==> config.mk <==
export PLATFORM = sky130hd
export DESIGN_NAME = graph6_stream_decoder_unit
export DESIGN_NICKNAME = d
export VERILOG_FILES = /design/src/sv/g6sd_pkg.sv /design/src/sv/g6sd_front.sv /design/src/sv/g6sd_back.sv /design/src/sv/g6sd_result_queue.sv /design/src/sv/graph6_stream_decoder_unit.sv
export SDC_FILE = /design/constraint.sdc
export NUM_CORES = 1
export LEC_CHECK = 0
export ABC_AREA = 1
export BUFFER_PORTS_ARGS = -buffer_cell sky130_fd_sc_hd__buf_2
export CAP_MARGIN = 20
export CORE_ASPECT_RATIO = 1.2
export CORE_MARGIN = 4
export CORE_UTILIZATION = 62
export DETAILED_ROUTE_END_ITERATION = 12
export GPL_TIMING_DRIVEN = 0
export PLACE_DENSITY = 0.82
export RECOVER_POWER = 100
export SYNTH_ARGS = -nofsm -noshare
export SYNTH_HDL_FRONTEND = slang
export SYNTH_HIERARCHICAL = 1
export SYNTH_SLANG_ARGS = --single-unit
==> constraint.sdc <==
create_clock -name clk_i -period 4.84 [get_ports clk_i]
set_input_delay 0.484 -clock clk_i [delete_from_list [all_inputs] [get_ports clk_i]]
set_output_delay 0.484 -clock clk_i [all_outputs]
set_load 0.03 [all_outputs]
==> src/sv/g6sd_pkg.sv <==
// Package for the graph6 stream decoder: item classes, result kinds,
// the command and result structs passed between the blocks, and constants.
// No dependencies.
package g6sd_pkg;

  localparam int unsigned SymBias    = 63;
  localparam int unsigned SymMax     = 126;
  localparam int unsigned HdrMax     = 125;
  localparam int unsigned BitsPerSym = 6;
  localparam int unsigned TopBit     = 5;
  localparam int unsigned QueueDepth = 4;
  localparam int unsigned PtrW       = $clog2(QueueDepth);
  localparam int unsigned CntW       = $clog2(QueueDepth + 1);
  localparam int unsigned BitW       = $clog2(BitsPerSym);

  typedef enum logic [1:0] {
    CLS_OK  = 2'd0,
    CLS_EXT = 2'd1,
    CLS_BAD = 2'd2
  } cls_e;

  typedef enum logic [1:0] {
    KIND_HEADER = 2'd0,
    KIND_EDGE   = 2'd1,
    KIND_END    = 2'd2,
    KIND_ERROR  = 2'd3
  } kind_e;

  typedef struct packed {
    cls_e       cls;
    logic [5:0] val;
  } cmd_t;

  typedef struct packed {
    kind_e      kind;
    logic [5:0] count;
    logic [5:0] row;
    logic [5:0] col;
    logic       last;
  } result_t;

endpackage

==> src/sv/g6sd_front.sv <==
// Front end of the graph6 stream decoder: classifies each character and
// holds the classified commands in a short queue for the back end.
// Depends on g6sd_pkg.
module g6sd_front (
  input  logic          clk_i,
  input  logic          rst_ni,
  input  logic          push,
  output logic          full,
  input  logic [7:0]    symbol_i,
  output logic          cmd_valid_o,
  output g6sd_pkg::cmd_t cmd_o,
  input  logic          cmd_pop_i
);

  g6sd_pkg::cmd_t                    mem_q [g6sd_pkg::QueueDepth];
  logic [g6sd_pkg::PtrW-1:0]         wr_ptr_q, wr_ptr_d;
  logic [g6sd_pkg::PtrW-1:0]         rd_ptr_q, rd_ptr_d;
  logic [g6sd_pkg::CntW-1:0]         count_q, count_d;
  g6sd_pkg::cmd_t                    cmd_in;
  logic [7:0]                        sym_off;
  logic                              wr_en, rd_en;

  always_comb begin
    sym_off = symbol_i - 8'(g6sd_pkg::SymBias);
    cmd_in.val = sym_off[5:0];
    if (symbol_i < 8'(g6sd_pkg::SymBias) || symbol_i > 8'(g6sd_pkg::SymMax)) begin
      cmd_in.cls = g6sd_pkg::CLS_BAD;
    end else if (symbol_i > 8'(g6sd_pkg::HdrMax)) begin
      cmd_in.cls = g6sd_pkg::CLS_EXT;
    end else begin
      cmd_in.cls = g6sd_pkg::CLS_OK;
    end
  end

  assign full        = (count_q == g6sd_pkg::CntW'(g6sd_pkg::QueueDepth));
  assign cmd_valid_o = (count_q != '0);
  assign cmd_o       = mem_q[rd_ptr_q];
  assign wr_en       = push & ~full;
  assign rd_en       = cmd_pop_i & cmd_valid_o;

  always_comb begin
    wr_ptr_d = wr_en ? wr_ptr_q + 1'b1 : wr_ptr_q;
    rd_ptr_d = rd_en ? rd_ptr_q + 1'b1 : rd_ptr_q;
    count_d  = count_q;
    if (wr_en && !rd_en) begin
      count_d = count_q + 1'b1;
    end else if (rd_en && !wr_en) begin
      count_d = count_q - 1'b1;
    end
  end

  always_ff @(posedge clk_i or negedge rst_ni) begin
    if (!rst_ni) begin
      wr_ptr_q <= '0;
      rd_ptr_q <= '0;
      count_q  <= '0;
    end else begin
      wr_ptr_q <= wr_ptr_d;
      rd_ptr_q <= rd_ptr_d;
      count_q  <= count_d;
    end
  end

  always_ff @(posedge clk_i) begin
    if (wr_en) begin
      mem_q[wr_ptr_q] <= cmd_in;
    end
  end

endmodule

==> src/sv/g6sd_back.sv <==
// Back end of the graph6 stream decoder: holds the decoder state and emits results,
// walking the bits of a body character one per cycle unless the result queue is full.
// Depends on g6sd_pkg.
module g6sd_back (
  input  logic              clk_i,
  input  logic              rst_ni,
  input  logic              cmd_valid_i,
  input  g6sd_pkg::cmd_t    cmd_i,
  output logic              cmd_pop_o,
  input  logic              res_full_i,
  output logic              res_push_o,
  output g6sd_pkg::result_t res_o
);

  // Current command.
  logic                    work_v_q, work_v_d;
  g6sd_pkg::cls_e          cls_q, cls_d;
  logic [5:0]              val_q, val_d;
  logic [g6sd_pkg::BitW-1:0] bit_q, bit_d;
  logic                    end_pend_q, end_pend_d;

  // Decoder state.
  logic                    in_body_q, in_body_d;
  logic [5:0]              order_q, order_d;
  logic [5:0]              row_q, row_d;
  logic [5:0]              col_q, col_d;

  // One result is held back until it is known whether it is the last of its item.
  logic                    held_v_q, held_v_d;
  logic                    held_last_q, held_last_d;
  g6sd_pkg::result_t       held_q, held_d;

  g6sd_pkg::result_t       new_res;
  logic                    new_v, done, go, act;
  logic [g6sd_pkg::BitW-1:0] bit_idx;
  logic [5:0]              row_inc, row_nx, col_nx;
  logic                    wrap, walk_end;

  assign go      = ~(held_v_q & res_full_i);
  assign act     = go & work_v_q;
  assign bit_idx = g6sd_pkg::BitW'(g6sd_pkg::TopBit) - bit_q;
  assign row_inc = row_q + 6'd1;
  assign wrap    = (row_inc >= col_q);
  assign row_nx  = wrap ? 6'd0 : row_inc;
  assign col_nx  = wrap ? col_q + 6'd1 : col_q;
  assign walk_end = (col_nx >= order_q);

  always_comb begin
    new_v        = 1'b0;
    done         = 1'b0;
    new_res      = '0;
    new_res.kind = g6sd_pkg::KIND_ERROR;
    in_body_d    = in_body_q;
    order_d      = order_q;
    row_d        = row_q;
    col_d        = col_q;
    bit_d        = bit_q;
    end_pend_d   = end_pend_q;

    if (end_pend_q) begin
      new_v         = 1'b1;
      new_res.kind  = g6sd_pkg::KIND_END;
      new_res.count = order_q;
      done          = 1'b1;
      end_pend_d    = 1'b0;
    end else if (!in_body_q) begin
      new_v = 1'b1;
      if (cls_q != g6sd_pkg::CLS_OK) begin
        new_res.kind = g6sd_pkg::KIND_ERROR;
        done         = 1'b1;
      end else begin
        new_res.kind  = g6sd_pkg::KIND_HEADER;
        new_res.count = val_q;
        order_d       = val_q;
        row_d         = 6'd0;
        col_d         = 6'd1;
        // Graphs of zero or one vertex have no body: the end follows at once.
        if (val_q < 6'd2) begin
          end_pend_d = 1'b1;
        end else begin
          in_body_d = 1'b1;
          done      = 1'b1;
        end
      end
    end else if (cls_q == g6sd_pkg::CLS_BAD) begin
      new_v         = 1'b1;
      new_res.kind  = g6sd_pkg::KIND_ERROR;
      new_res.count = order_q;
      in_body_d     = 1'b0;
      row_d         = 6'd0;
      col_d         = 6'd1;
      done          = 1'b1;
    end else begin
      new_v         = val_q[bit_idx];
      new_res.kind  = g6sd_pkg::KIND_EDGE;
      new_res.count = order_q;
      new_res.row   = row_q;
      new_res.col   = col_q;
      if (walk_end) begin
        // Remaining bits of this character are padding.
        in_body_d  = 1'b0;
        row_d      = 6'd0;
        col_d      = 6'd1;
        end_pend_d = 1'b1;
      end else begin
        row_d = row_nx;
        col_d = col_nx;
        if (bit_q == g6sd_pkg::BitW'(g6sd_pkg::TopBit)) begin
          done = 1'b1;
        end else begin
          bit_d = bit_q + 1'b1;
        end
      end
    end
  end

  assign cmd_pop_o  = cmd_valid_i & (~work_v_q | (act & done));
  assign res_push_o = go & held_v_q & (held_last_q | (act & new_v));

  always_comb begin
    res_o      = held_q;
    res_o.last = held_last_q;
  end

  always_comb begin
    held_v_d    = held_v_q;
    held_last_d = held_last_q;
    held_d      = held_q;
    if (act && new_v) begin
      held_v_d    = 1'b1;
      held_d      = new_res;
      held_last_d = done;
    end else if (res_push_o) begin
      held_v_d = 1'b0;
    end else if (act && done) begin
      held_last_d = 1'b1;
    end

    work_v_d = work_v_q;
    cls_d    = cls_q;
    val_d    = val_q;
    if (cmd_pop_o) begin
      work_v_d = 1'b1;
      cls_d    = cmd_i.cls;
      val_d    = cmd_i.val;
    end else if (act && done) begin
      work_v_d = 1'b0;
    end
  end

  always_ff @(posedge clk_i or negedge rst_ni) begin
    if (!rst_ni) begin
      work_v_q    <= 1'b0;
      bit_q       <= '0;
      end_pend_q  <= 1'b0;
      in_body_q   <= 1'b0;
      order_q     <= 6'd0;
      row_q       <= 6'd0;
      col_q       <= 6'd1;
      held_v_q    <= 1'b0;
      held_last_q <= 1'b0;
    end else begin
      work_v_q    <= work_v_d;
      held_v_q    <= held_v_d;
      held_last_q <= held_last_d;
      if (cmd_pop_o) begin
        bit_q      <= '0;
        end_pend_q <= 1'b0;
      end else if (act) begin
        bit_q      <= bit_d;
        end_pend_q <= end_pend_d;
      end
      if (act) begin
        in_body_q <= in_body_d;
        order_q   <= order_d;
        row_q     <= row_d;
        col_q     <= col_d;
      end
    end
  end

  always_ff @(posedge clk_i) begin
    cls_q  <= cls_d;
    val_q  <= val_d;
    held_q <= held_d;
  end

endmodule

==> src/sv/g6sd_result_queue.sv <==
// Result queue of the graph6 stream decoder: a short queue of result
// items between the back end and the output ports.
// Depends on g6sd_pkg.
module g6sd_result_queue (
  input  logic              clk_i,
  input  logic              rst_ni,
  input  logic              push_i,
  input  g6sd_pkg::result_t data_i,
  output logic              full_o,
  input  logic              pop_i,
  output logic              empty_o,
  output g6sd_pkg::result_t data_o
);

  g6sd_pkg::result_t           mem_q [g6sd_pkg::QueueDepth];
  logic [g6sd_pkg::PtrW-1:0]   wr_ptr_q, wr_ptr_d;
  logic [g6sd_pkg::PtrW-1:0]   rd_ptr_q, rd_ptr_d;
  logic [g6sd_pkg::CntW-1:0]   count_q, count_d;
  logic                        wr_en, rd_en;

  assign full_o  = (count_q == g6sd_pkg::CntW'(g6sd_pkg::QueueDepth));
  assign empty_o = (count_q == '0);
  assign data_o  = mem_q[rd_ptr_q];
  assign wr_en   = push_i & ~full_o;
  assign rd_en   = pop_i & ~empty_o;

  always_comb begin
    wr_ptr_d = wr_en ? wr_ptr_q + 1'b1 : wr_ptr_q;
    rd_ptr_d = rd_en ? rd_ptr_q + 1'b1 : rd_ptr_q;
    count_d  = count_q;
    if (wr_en && !rd_en) begin
      count_d = count_q + 1'b1;
    end else if (rd_en && !wr_en) begin
      count_d = count_q - 1'b1;
    end
  end

  always_ff @(posedge clk_i or negedge rst_ni) begin
    if (!rst_ni) begin
      wr_ptr_q <= '0;
      rd_ptr_q <= '0;
      count_q  <= '0;
    end else begin
      wr_ptr_q <= wr_ptr_d;
      rd_ptr_q <= rd_ptr_d;
      count_q  <= count_d;
    end
  end

  always_ff @(posedge clk_i) begin
    if (wr_en) begin
      mem_q[wr_ptr_q] <= data_i;
    end
  end

endmodule

==> src/sv/graph6_stream_decoder_unit.sv <==
// Graph6 stream decoder for graphs of up to 62 vertices. A header character
// yields a header result (and then an end result for fewer than two
// vertices); a bad character gives an error result. Each body character is
// walked one bit per cycle unless a full result queue holds it up; when the
// graph ends in it, the walk stops after the last pair and an end result
// follows. At most one result is produced per cycle. The bit walk in the back
// end sets the rate; a four-entry queue on each side lets characters be taken
// and results drained while it works.
// Depends on g6sd_pkg, g6sd_front, g6sd_back and g6sd_result_queue.
module graph6_stream_decoder_unit (
  input  logic       clk_i,
  input  logic       rst_ni,
  input  logic       push,
  output logic       full,
  input  logic [7:0] symbol_i,
  output logic       empty,
  input  logic       pop,
  output logic [1:0] result_kind_o,
  output logic [5:0] vertex_count_o,
  output logic [5:0] edge_row_o,
  output logic [5:0] edge_column_o,
  output logic       last_o
);

  g6sd_pkg::cmd_t    cmd;
  logic              cmd_valid, cmd_pop;
  g6sd_pkg::result_t res_in, res_out;
  logic              res_push, res_full;

  g6sd_front u_front (
    .clk_i       (clk_i),
    .rst_ni      (rst_ni),
    .push        (push),
    .full        (full),
    .symbol_i    (symbol_i),
    .cmd_valid_o (cmd_valid),
    .cmd_o       (cmd),
    .cmd_pop_i   (cmd_pop)
  );

  g6sd_back u_back (
    .clk_i       (clk_i),
    .rst_ni      (rst_ni),
    .cmd_valid_i (cmd_valid),
    .cmd_i       (cmd),
    .cmd_pop_o   (cmd_pop),
    .res_full_i  (res_full),
    .res_push_o  (res_push),
    .res_o       (res_in)
  );

  g6sd_result_queue u_res_queue (
    .clk_i   (clk_i),
    .rst_ni  (rst_ni),
    .push_i  (res_push),
    .data_i  (res_in),
    .full_o  (res_full),
    .pop_i   (pop),
    .empty_o (empty),
    .data_o  (res_out)
  );

  assign result_kind_o  = res_out.kind;
  assign vertex_count_o = res_out.count;
  assign edge_row_o     = res_out.row;
  assign edge_column_o  = res_out.col;
  assign last_o         = res_out.last;

endmodule

* Word level (Yosys, flattened, before mapping) *
Memory sizes are Yosys's and may differ from the RTL's. A register that Yosys moved wholly into a read port is not among the register bits.
Index checks and enable logic that the tools add are counted.
Widths: inputs -> output; s select.

storage, ports and cells
  register bits after elaboration = 60
  memory bits (writable) = 116
  output and inout port bits = 23
  memories = 2

cells by class
  add/sub/neg operators = 13
  order comparisons = 7
  equality and inequality tests = 10
  multiplexer cells = 63
  bitwise logic cells = 21
  reduce and logical (&&, ||, !) cells = 27

memories
  name               words  bits a word  rd ports  clocked after Yosys merged registers in  write ports  line                     text
  u_res_queue.mem_q  4      21           1         0                                        1            g6sd_result_queue.sv:15  g6sd_pkg::result_t mem_q [g6sd_pkg::QueueDepth];
  u_front.mem_q      4      8            1         1                                        1            g6sd_front.sv:15         g6sd_pkg::cmd_t mem_q [g6sd_pkg::QueueDepth];

operators by type and width
  operator             count
  $mux 6               12
  $mux 1               35
  $mux 3               11
  $gt 8x7->1 const B   2
  $mux 8               2
  $reduce_bool 2->1    8
  $add 6x1->6 const B  2
  $ge 6x6->1           2
  $and 1x1->1          11
  $ne 2x2->1 const B   5
  $add 3x1->3 const B  3
  $eq 3x3->1 const B   3
  $add 2x1->2 const B  4
  $lt 8x6->1 const B   1
  $not 1->1            8
  $logic_and 1x1->1    6
  $lt 6x2->1 const B   1
  $reduce_and 6->1     1
  $sub 3x1->3 const B  2
  $sub 6x6->6 const B  1
  $logic_not 1->1      4
  $lt 3x4->1 const B   1
  $mux 2               2
  $reduce_and 2->1     2
  11 further kinds     12

* Logic depth before layout (Yosys ltp) *
  depth in word-level cells = 15
  gate-level depth with buffers = 30
  mapped depth without buffers = 29

* By module *
Netlist, hierarchy kept.

modules (own cells, without submodules)
  module             times used  cells an instance  area each (um^2)  seq. area each (um^2)
  g6sd_result_queue  1           306                3,897.5           2,697.6
  g6sd_back          1           314                2,830.2           1,492.7
  g6sd_front         1           159                1,835.5           1,136.1

* Worst setup path after synthesis *
Ideal clock, no wire load.

  path type = flip-flop to flip-flop
  start point = register u_back.row_q[2]
  end point = register u_front/count_q[1] in the netlist's numbering
  library setup time = 0.123 ns
  arrival time = 4.215 ns
  required time = 4.717 ns
  path slack = 0.502 ns
  stages on the path, launching flop included = 28
  buffers on the path = 1
  clock period less this slack = 4.338 ns
  cells stage by stage = dfrtp_1 > nand3_1 > nor3_1 > xor2_1 > inv_1 > ha_1 > a21oi_1 > o21a_1 > nand3_1 > buf_2 > o21ai_0 > inv_1 > ha_1 > nand2_1 > inv_1 > nand2_1 > nor2_1 > nor2_1 > nand3_1 > nand2_1 > nand2_1 > a21oi_1 > nand2_1 > ha_1 > inv_1 > fa_1 > nor2_1 > a21oi_1

on the way
  longest elaborated chain between the ends = 15

ends and longest elaborated chain
  what                                line                              text
  from (decl)                         g6sd_back.sv:25                   logic [5:0] row_q, row_d;
  from (signal assigned)              g6sd_back.sv:176                  row_q <= row_d;
  $add 6x1->6                         g6sd_back.sv:42                   assign row_inc = row_q + 6'd1;
  $ge 6x6->1                          g6sd_back.sv:43                   assign wrap = (row_inc >= col_q);
  $mux 6                              g6sd_back.sv:45                   assign col_nx = wrap ? col_q + 6'd1 : col_q;
  $ge 6x6->1                          g6sd_back.sv:46                   assign walk_end = (col_nx >= order_q);
  $mux 1                              g6sd_back.sv:99                   if (walk_end) begin
  $mux 1                              g6sd_back.sv:85                   end else if (cls_q == g6sd_pkg::CLS_BAD) begin
  $mux 1                              g6sd_back.sv:66                   end else if (!in_body_q) begin
  $mux 1                              g6sd_back.sv:60                   if (end_pend_q) begin
  $and 1x1->1                         g6sd_back.sv:117                  assign cmd_pop_o = cmd_valid_i & (~work_v_q | (act & done));
  $or 1x1->1                          g6sd_back.sv:117
  $and 1x1->1                         g6sd_back.sv:117
  named net cmd_pop                   graph6_stream_decoder_unit.sv:26  logic cmd_valid, cmd_pop;
  $and 1x1->1                         g6sd_front.sv:39                  assign rd_en = cmd_pop_i & cmd_valid_o;
  $logic_not 1->1                     g6sd_front.sv:45                  if (wr_en && !rd_en) begin
  $logic_and 1x1->1                   g6sd_front.sv:45
  $mux 3                              g6sd_front.sv:45
  named net u_front.count_d, one bit  g6sd_front.sv:18                  logic [g6sd_pkg::CntW-1:0] count_q, count_d;
  to (signal assigned)                g6sd_front.sv:60                  count_q <= count_d;
  to (decl)                           g6sd_front.sv:18

The timed path passes the listed nets, and every way through them passes these cells.
A chain may end at the register's enable or synchronous reset.

* Worst setup path in the final report *
  start point = register u_back.row_q[2]
  end point = register u_front/count_q[2] in the netlist's numbering

on the way
  longest elaborated chain between the ends = 15

ends and longest elaborated chain
  what                                         line
  $add 6x1->6 *                                g6sd_back.sv:42
  $ge 6x6->1 *                                 g6sd_back.sv:43
  $mux 6 *                                     g6sd_back.sv:45
  $ge 6x6->1 *                                 g6sd_back.sv:46
  $mux 1 *                                     g6sd_back.sv:99
  $mux 1 *                                     g6sd_back.sv:85
  $mux 1 *                                     g6sd_back.sv:66
  $mux 1 *                                     g6sd_back.sv:60
  $and 1x1->1 *                                g6sd_back.sv:117
  $or 1x1->1 *                                 g6sd_back.sv:117
  $and 1x1->1 *                                g6sd_back.sv:117
  named net cmd_pop                            graph6_stream_decoder_unit.sv:26
  $and 1x1->1 *                                g6sd_front.sv:39
  $logic_not 1->1                              g6sd_front.sv:45
  $logic_and 1x1->1                            g6sd_front.sv:45
  $mux 3 or $reduce_bool 2->1 (tied branches)  --

Mark *: on every way through the listed nets, which the timed path passes. The rest lies on a longest branch.

==> reports/metrics.yaml <==
p_sw_uw: 3120
grt_overflow: 0
grt_use_total: 0.235
cts_made_buffers: 17
cts_buffer_depth: 2
nets: 885
boundaryPins: 35
crit_type: "reg -> reg"
drc: 0
fp-row-count: 46
ys_ff_latch: 184
fill_cells: 917
combPwrFrac: 0.427
timing.rr.end: "u_front/count_q[2]"
vias: 5848
switching_share: 0.431
grt_pass1_vias: 6068
area_growth_pct: 10.9
wl_um: 17600
synth.largest_area_cell: "edfxtp_1"
cts_tree: "built"
hold_viol: 0
ant_nets: 0
max_freq_mhz: 223
start_kind: "flip-flop"
synth.top_cell.area_share: 0.505
fin_setup_tns_ns: 0
dp.cells: 985
antenna_found_initial: 0
gp_congestion: 0.873
ys_warn_count: 6
dieHeight_um: 137
cts_max_level: 4
root_buffer: "clkbuf_16"
setup_viol_count_final: 0
maxSlewHeadroom: -0.541
reg2reg_slack_ns: 0.35
crit_required_ns: 5.14
violations: "max-capacitance violations, max-slew violations"
fin_crit_ns: 4.49
antenna_cells: 0
viasPerCell: 5.72
reg2reg_depth: 28
coreArea_sq_um: 13400
outcome: "finished with violations"
seq_power_share: 0.385
synth_cell_types: 36
clock_latency_ns: 0.43
fp.dieArea_sq_um: 15800
clkTransAtPathRegs_ns: 0.07
startpoint: "u_back/row_q[2]"
yosysSeqAreaShare: 0.622
synthArstFlopShare: 0.217
syn_avg_cell_area_sq_um: 11.0
synth.most_common_cell: "nand2_1"
wire_per_inst_um: 17.3
grt_setup_unrepaired: "false"
p_int_uw: 4130
clock-sinks: 184
dieWidth_um: 115
crit_slowest_cell: "dfrtp_1"
peakVddDrop_mv: 0.594
drt-initial-drc-count: 449
hp-class: "in -> reg"
timing.rr.start: "u_back/row_q[2]"
synth_edf_count: 144
worst_pin_slew_ns: 2.31
drv_slew: 41
fin_area_sq_um: 9500
p_leak_uw: 0.00411
path_max_fanout: 10
arrival_ns: 4.79
synthesis.area_sq_um: 8560
totalPowerFinal_uw: 7250
synthTopCellsByArea: "edfxtp_1, dfrtp_1, nand2_1"
post-route-period-util: 0.927
drive_gt1_frac: 0.116
placed_area_sq_um: 9010
instances_no_fill: 1022
power_frac_clock: 0.188
maxCapViolCount: 1
finalCoreUtilization: 0.711
crit_end: "u_front/count_q[2]"
hpwl_um: 12000
portBuffers: 34
critPathMaxStageDelay_ns: 0.39
synthFlopType: "edfxtp_1"
grt_max_degree: 41
endpoint_kind: "flip-flop"
first_pass_iters: 5
syn_nets: 823
finalClockSkew_ns: 0.0116
synth_common_cells: "nand2_1, edfxtp_1, inv_1"
grt_pass1_wl_um: 28400
p_per_area_nw_per_um2: 763
synthCells: 779
initial_core_util: 0.641
power by group through the flow:
stage | registers (uW) | clock network (uW) | logic, uW
3_5_place_dp | 2810 | 0 | 3100
5_1_grt | 2840 | 1450 | 3400
2_1_floorplan | 2710 | 0 | 2260
6_report | 2790 | 1360 | 3100
4_1_cts | 2790 | 1370 | 3170
3_3_place_gp | 2780 | 0 | 2860
logic make-up (layout without fill, tap and decap cells):
group | Yosys count | count (layout) | synth area share
compound gates | 127 | 127 | 0.104
fa+ha+maj | 32 | 32 | 0.0485
buf+inv | 160 | 235 | 0.0805
xor+xnor | 17 | 17 | 0.0174
simple gates | 259 | 259 | 0.127
flops | 184 | 184 | 0.622
registers in the layout, summed over array words and instances (netlist names), 2 cells and up:
signal,cells
u_back/val_q,6
u_res_queue/wr_ptr_q,2
u_back/order_q,6
u_back/res_o,20
u_back/cls_q,2
u_back/col_q,6
u_res_queue/mem_q,84
u_res_queue/rd_ptr_q,2
u_front/wr_ptr_q,2
u_res_queue/count_q,3
u_back/bit_q,3
u_front/mem_q,32
u_front/count_q,3
u_front/rd_ptr_q,2
u_back/row_q,6
routing by layer:
layer  share of wire  vias up  track usage  wire [um]
met3           0.046       50       0.0513        806
met2            0.56      205        0.439       9850
met4           0.031        0        0.111        548
met1            0.36     2862        0.247       6430
li1                -     2731            -          -
met5               0        -            0          0
timing repair:
action                     in CTS  in global routing
hold buffers                    0                  0
setup endpoints to repair       2                  2
gates cloned                    0                  0
pin swaps                       0                  2
buffers inserted                0                  5
gates resized for setup         2                  5
final cells by class:
| cell class | count | area [sq um] | area share |
|---|---|---|---|
| buffer | 23 | 134 | 0.0141 |
| multi-input combinational | 435 | 2540 | 0.268 |
| clock buffer | 18 | 429 | 0.0452 |
| inverter | 137 | 514 | 0.0541 |
| tap | 168 | 210 | 0.0221 |
| clock inverter | 14 | 151 | 0.0159 |
| timing repair buffer | 43 | 193 | 0.0203 |
| sequential | 184 | 5330 | 0.561 |
placed cells by master, fill, tap and decap left out, drive strengths merged:
cell      count
o22ai        14
fa            2
dfstp         1
or2           1
xor2         14
and2          1
nor2         63
a21boi        1
nor3          4
dfrtp        39
nand3        31
xnor2         3
clkbuf       60
buf          24
inv         145
nand4         5
clkinv        3
bufinv        1
o211ai       44
edfxtp      144
ha           30
nand2       154
o21ai        53
o21a          1
clkinvlp      2
a21oi        14
worst max-delay path, delay by kind of cell (launching register included):
family / cells / cell delay, ns
buffers and inverters: 5 / 0.50
xor gates and xnor gates: 2 / 0.32
and+or+nand+nor: 11 / 1.07
adders and majority gates: 4 / 1.16
AOI/OAI and AO/OA: 6 / 0.89
DFF: 1 / 0.39
how the worst min path moves through the flow:
| stage | start | endpoint | slack, ns | cells after the start |
|---|---|---|---|---|
| 2_1_floorplan | rst_ni | u_back/bit_q[0] | 0.19 | 0 |
| 3_3_place_gp | u_back/res_o[5] | u_res_queue/mem_q[3][5] | 0.46 | 0 |
| 3_5_place_dp | u_back/val_q[3] | u_back/order_q[3] | 0.48 | 2 |
| 4_1_cts | rst_ni | u_back/col_q[1] | 0.24 | 1 |
| 5_1_grt | pop | u_res_queue/rd_ptr_q[0] | 0.35 | 3 |
| 6_report | pop | u_res_queue/rd_ptr_q[0] | 0.37 | 3 |
stage by stage:
| step | hold slack [ns] | setup WS (ns) |
|---|---|---|
| after floorplan | 0.188 | 0.502 |
| after global placement | 0.464 | -0.0694 |
| after detailed placement | 0.482 | -0.191 |
| after CTS | 0.240 | 0.0996 |
| after global routing | 0.350 | 0.0274 |
| final | 0.369 | 0.354 |
No activity file was read; power rests on OpenSTA's default activity.
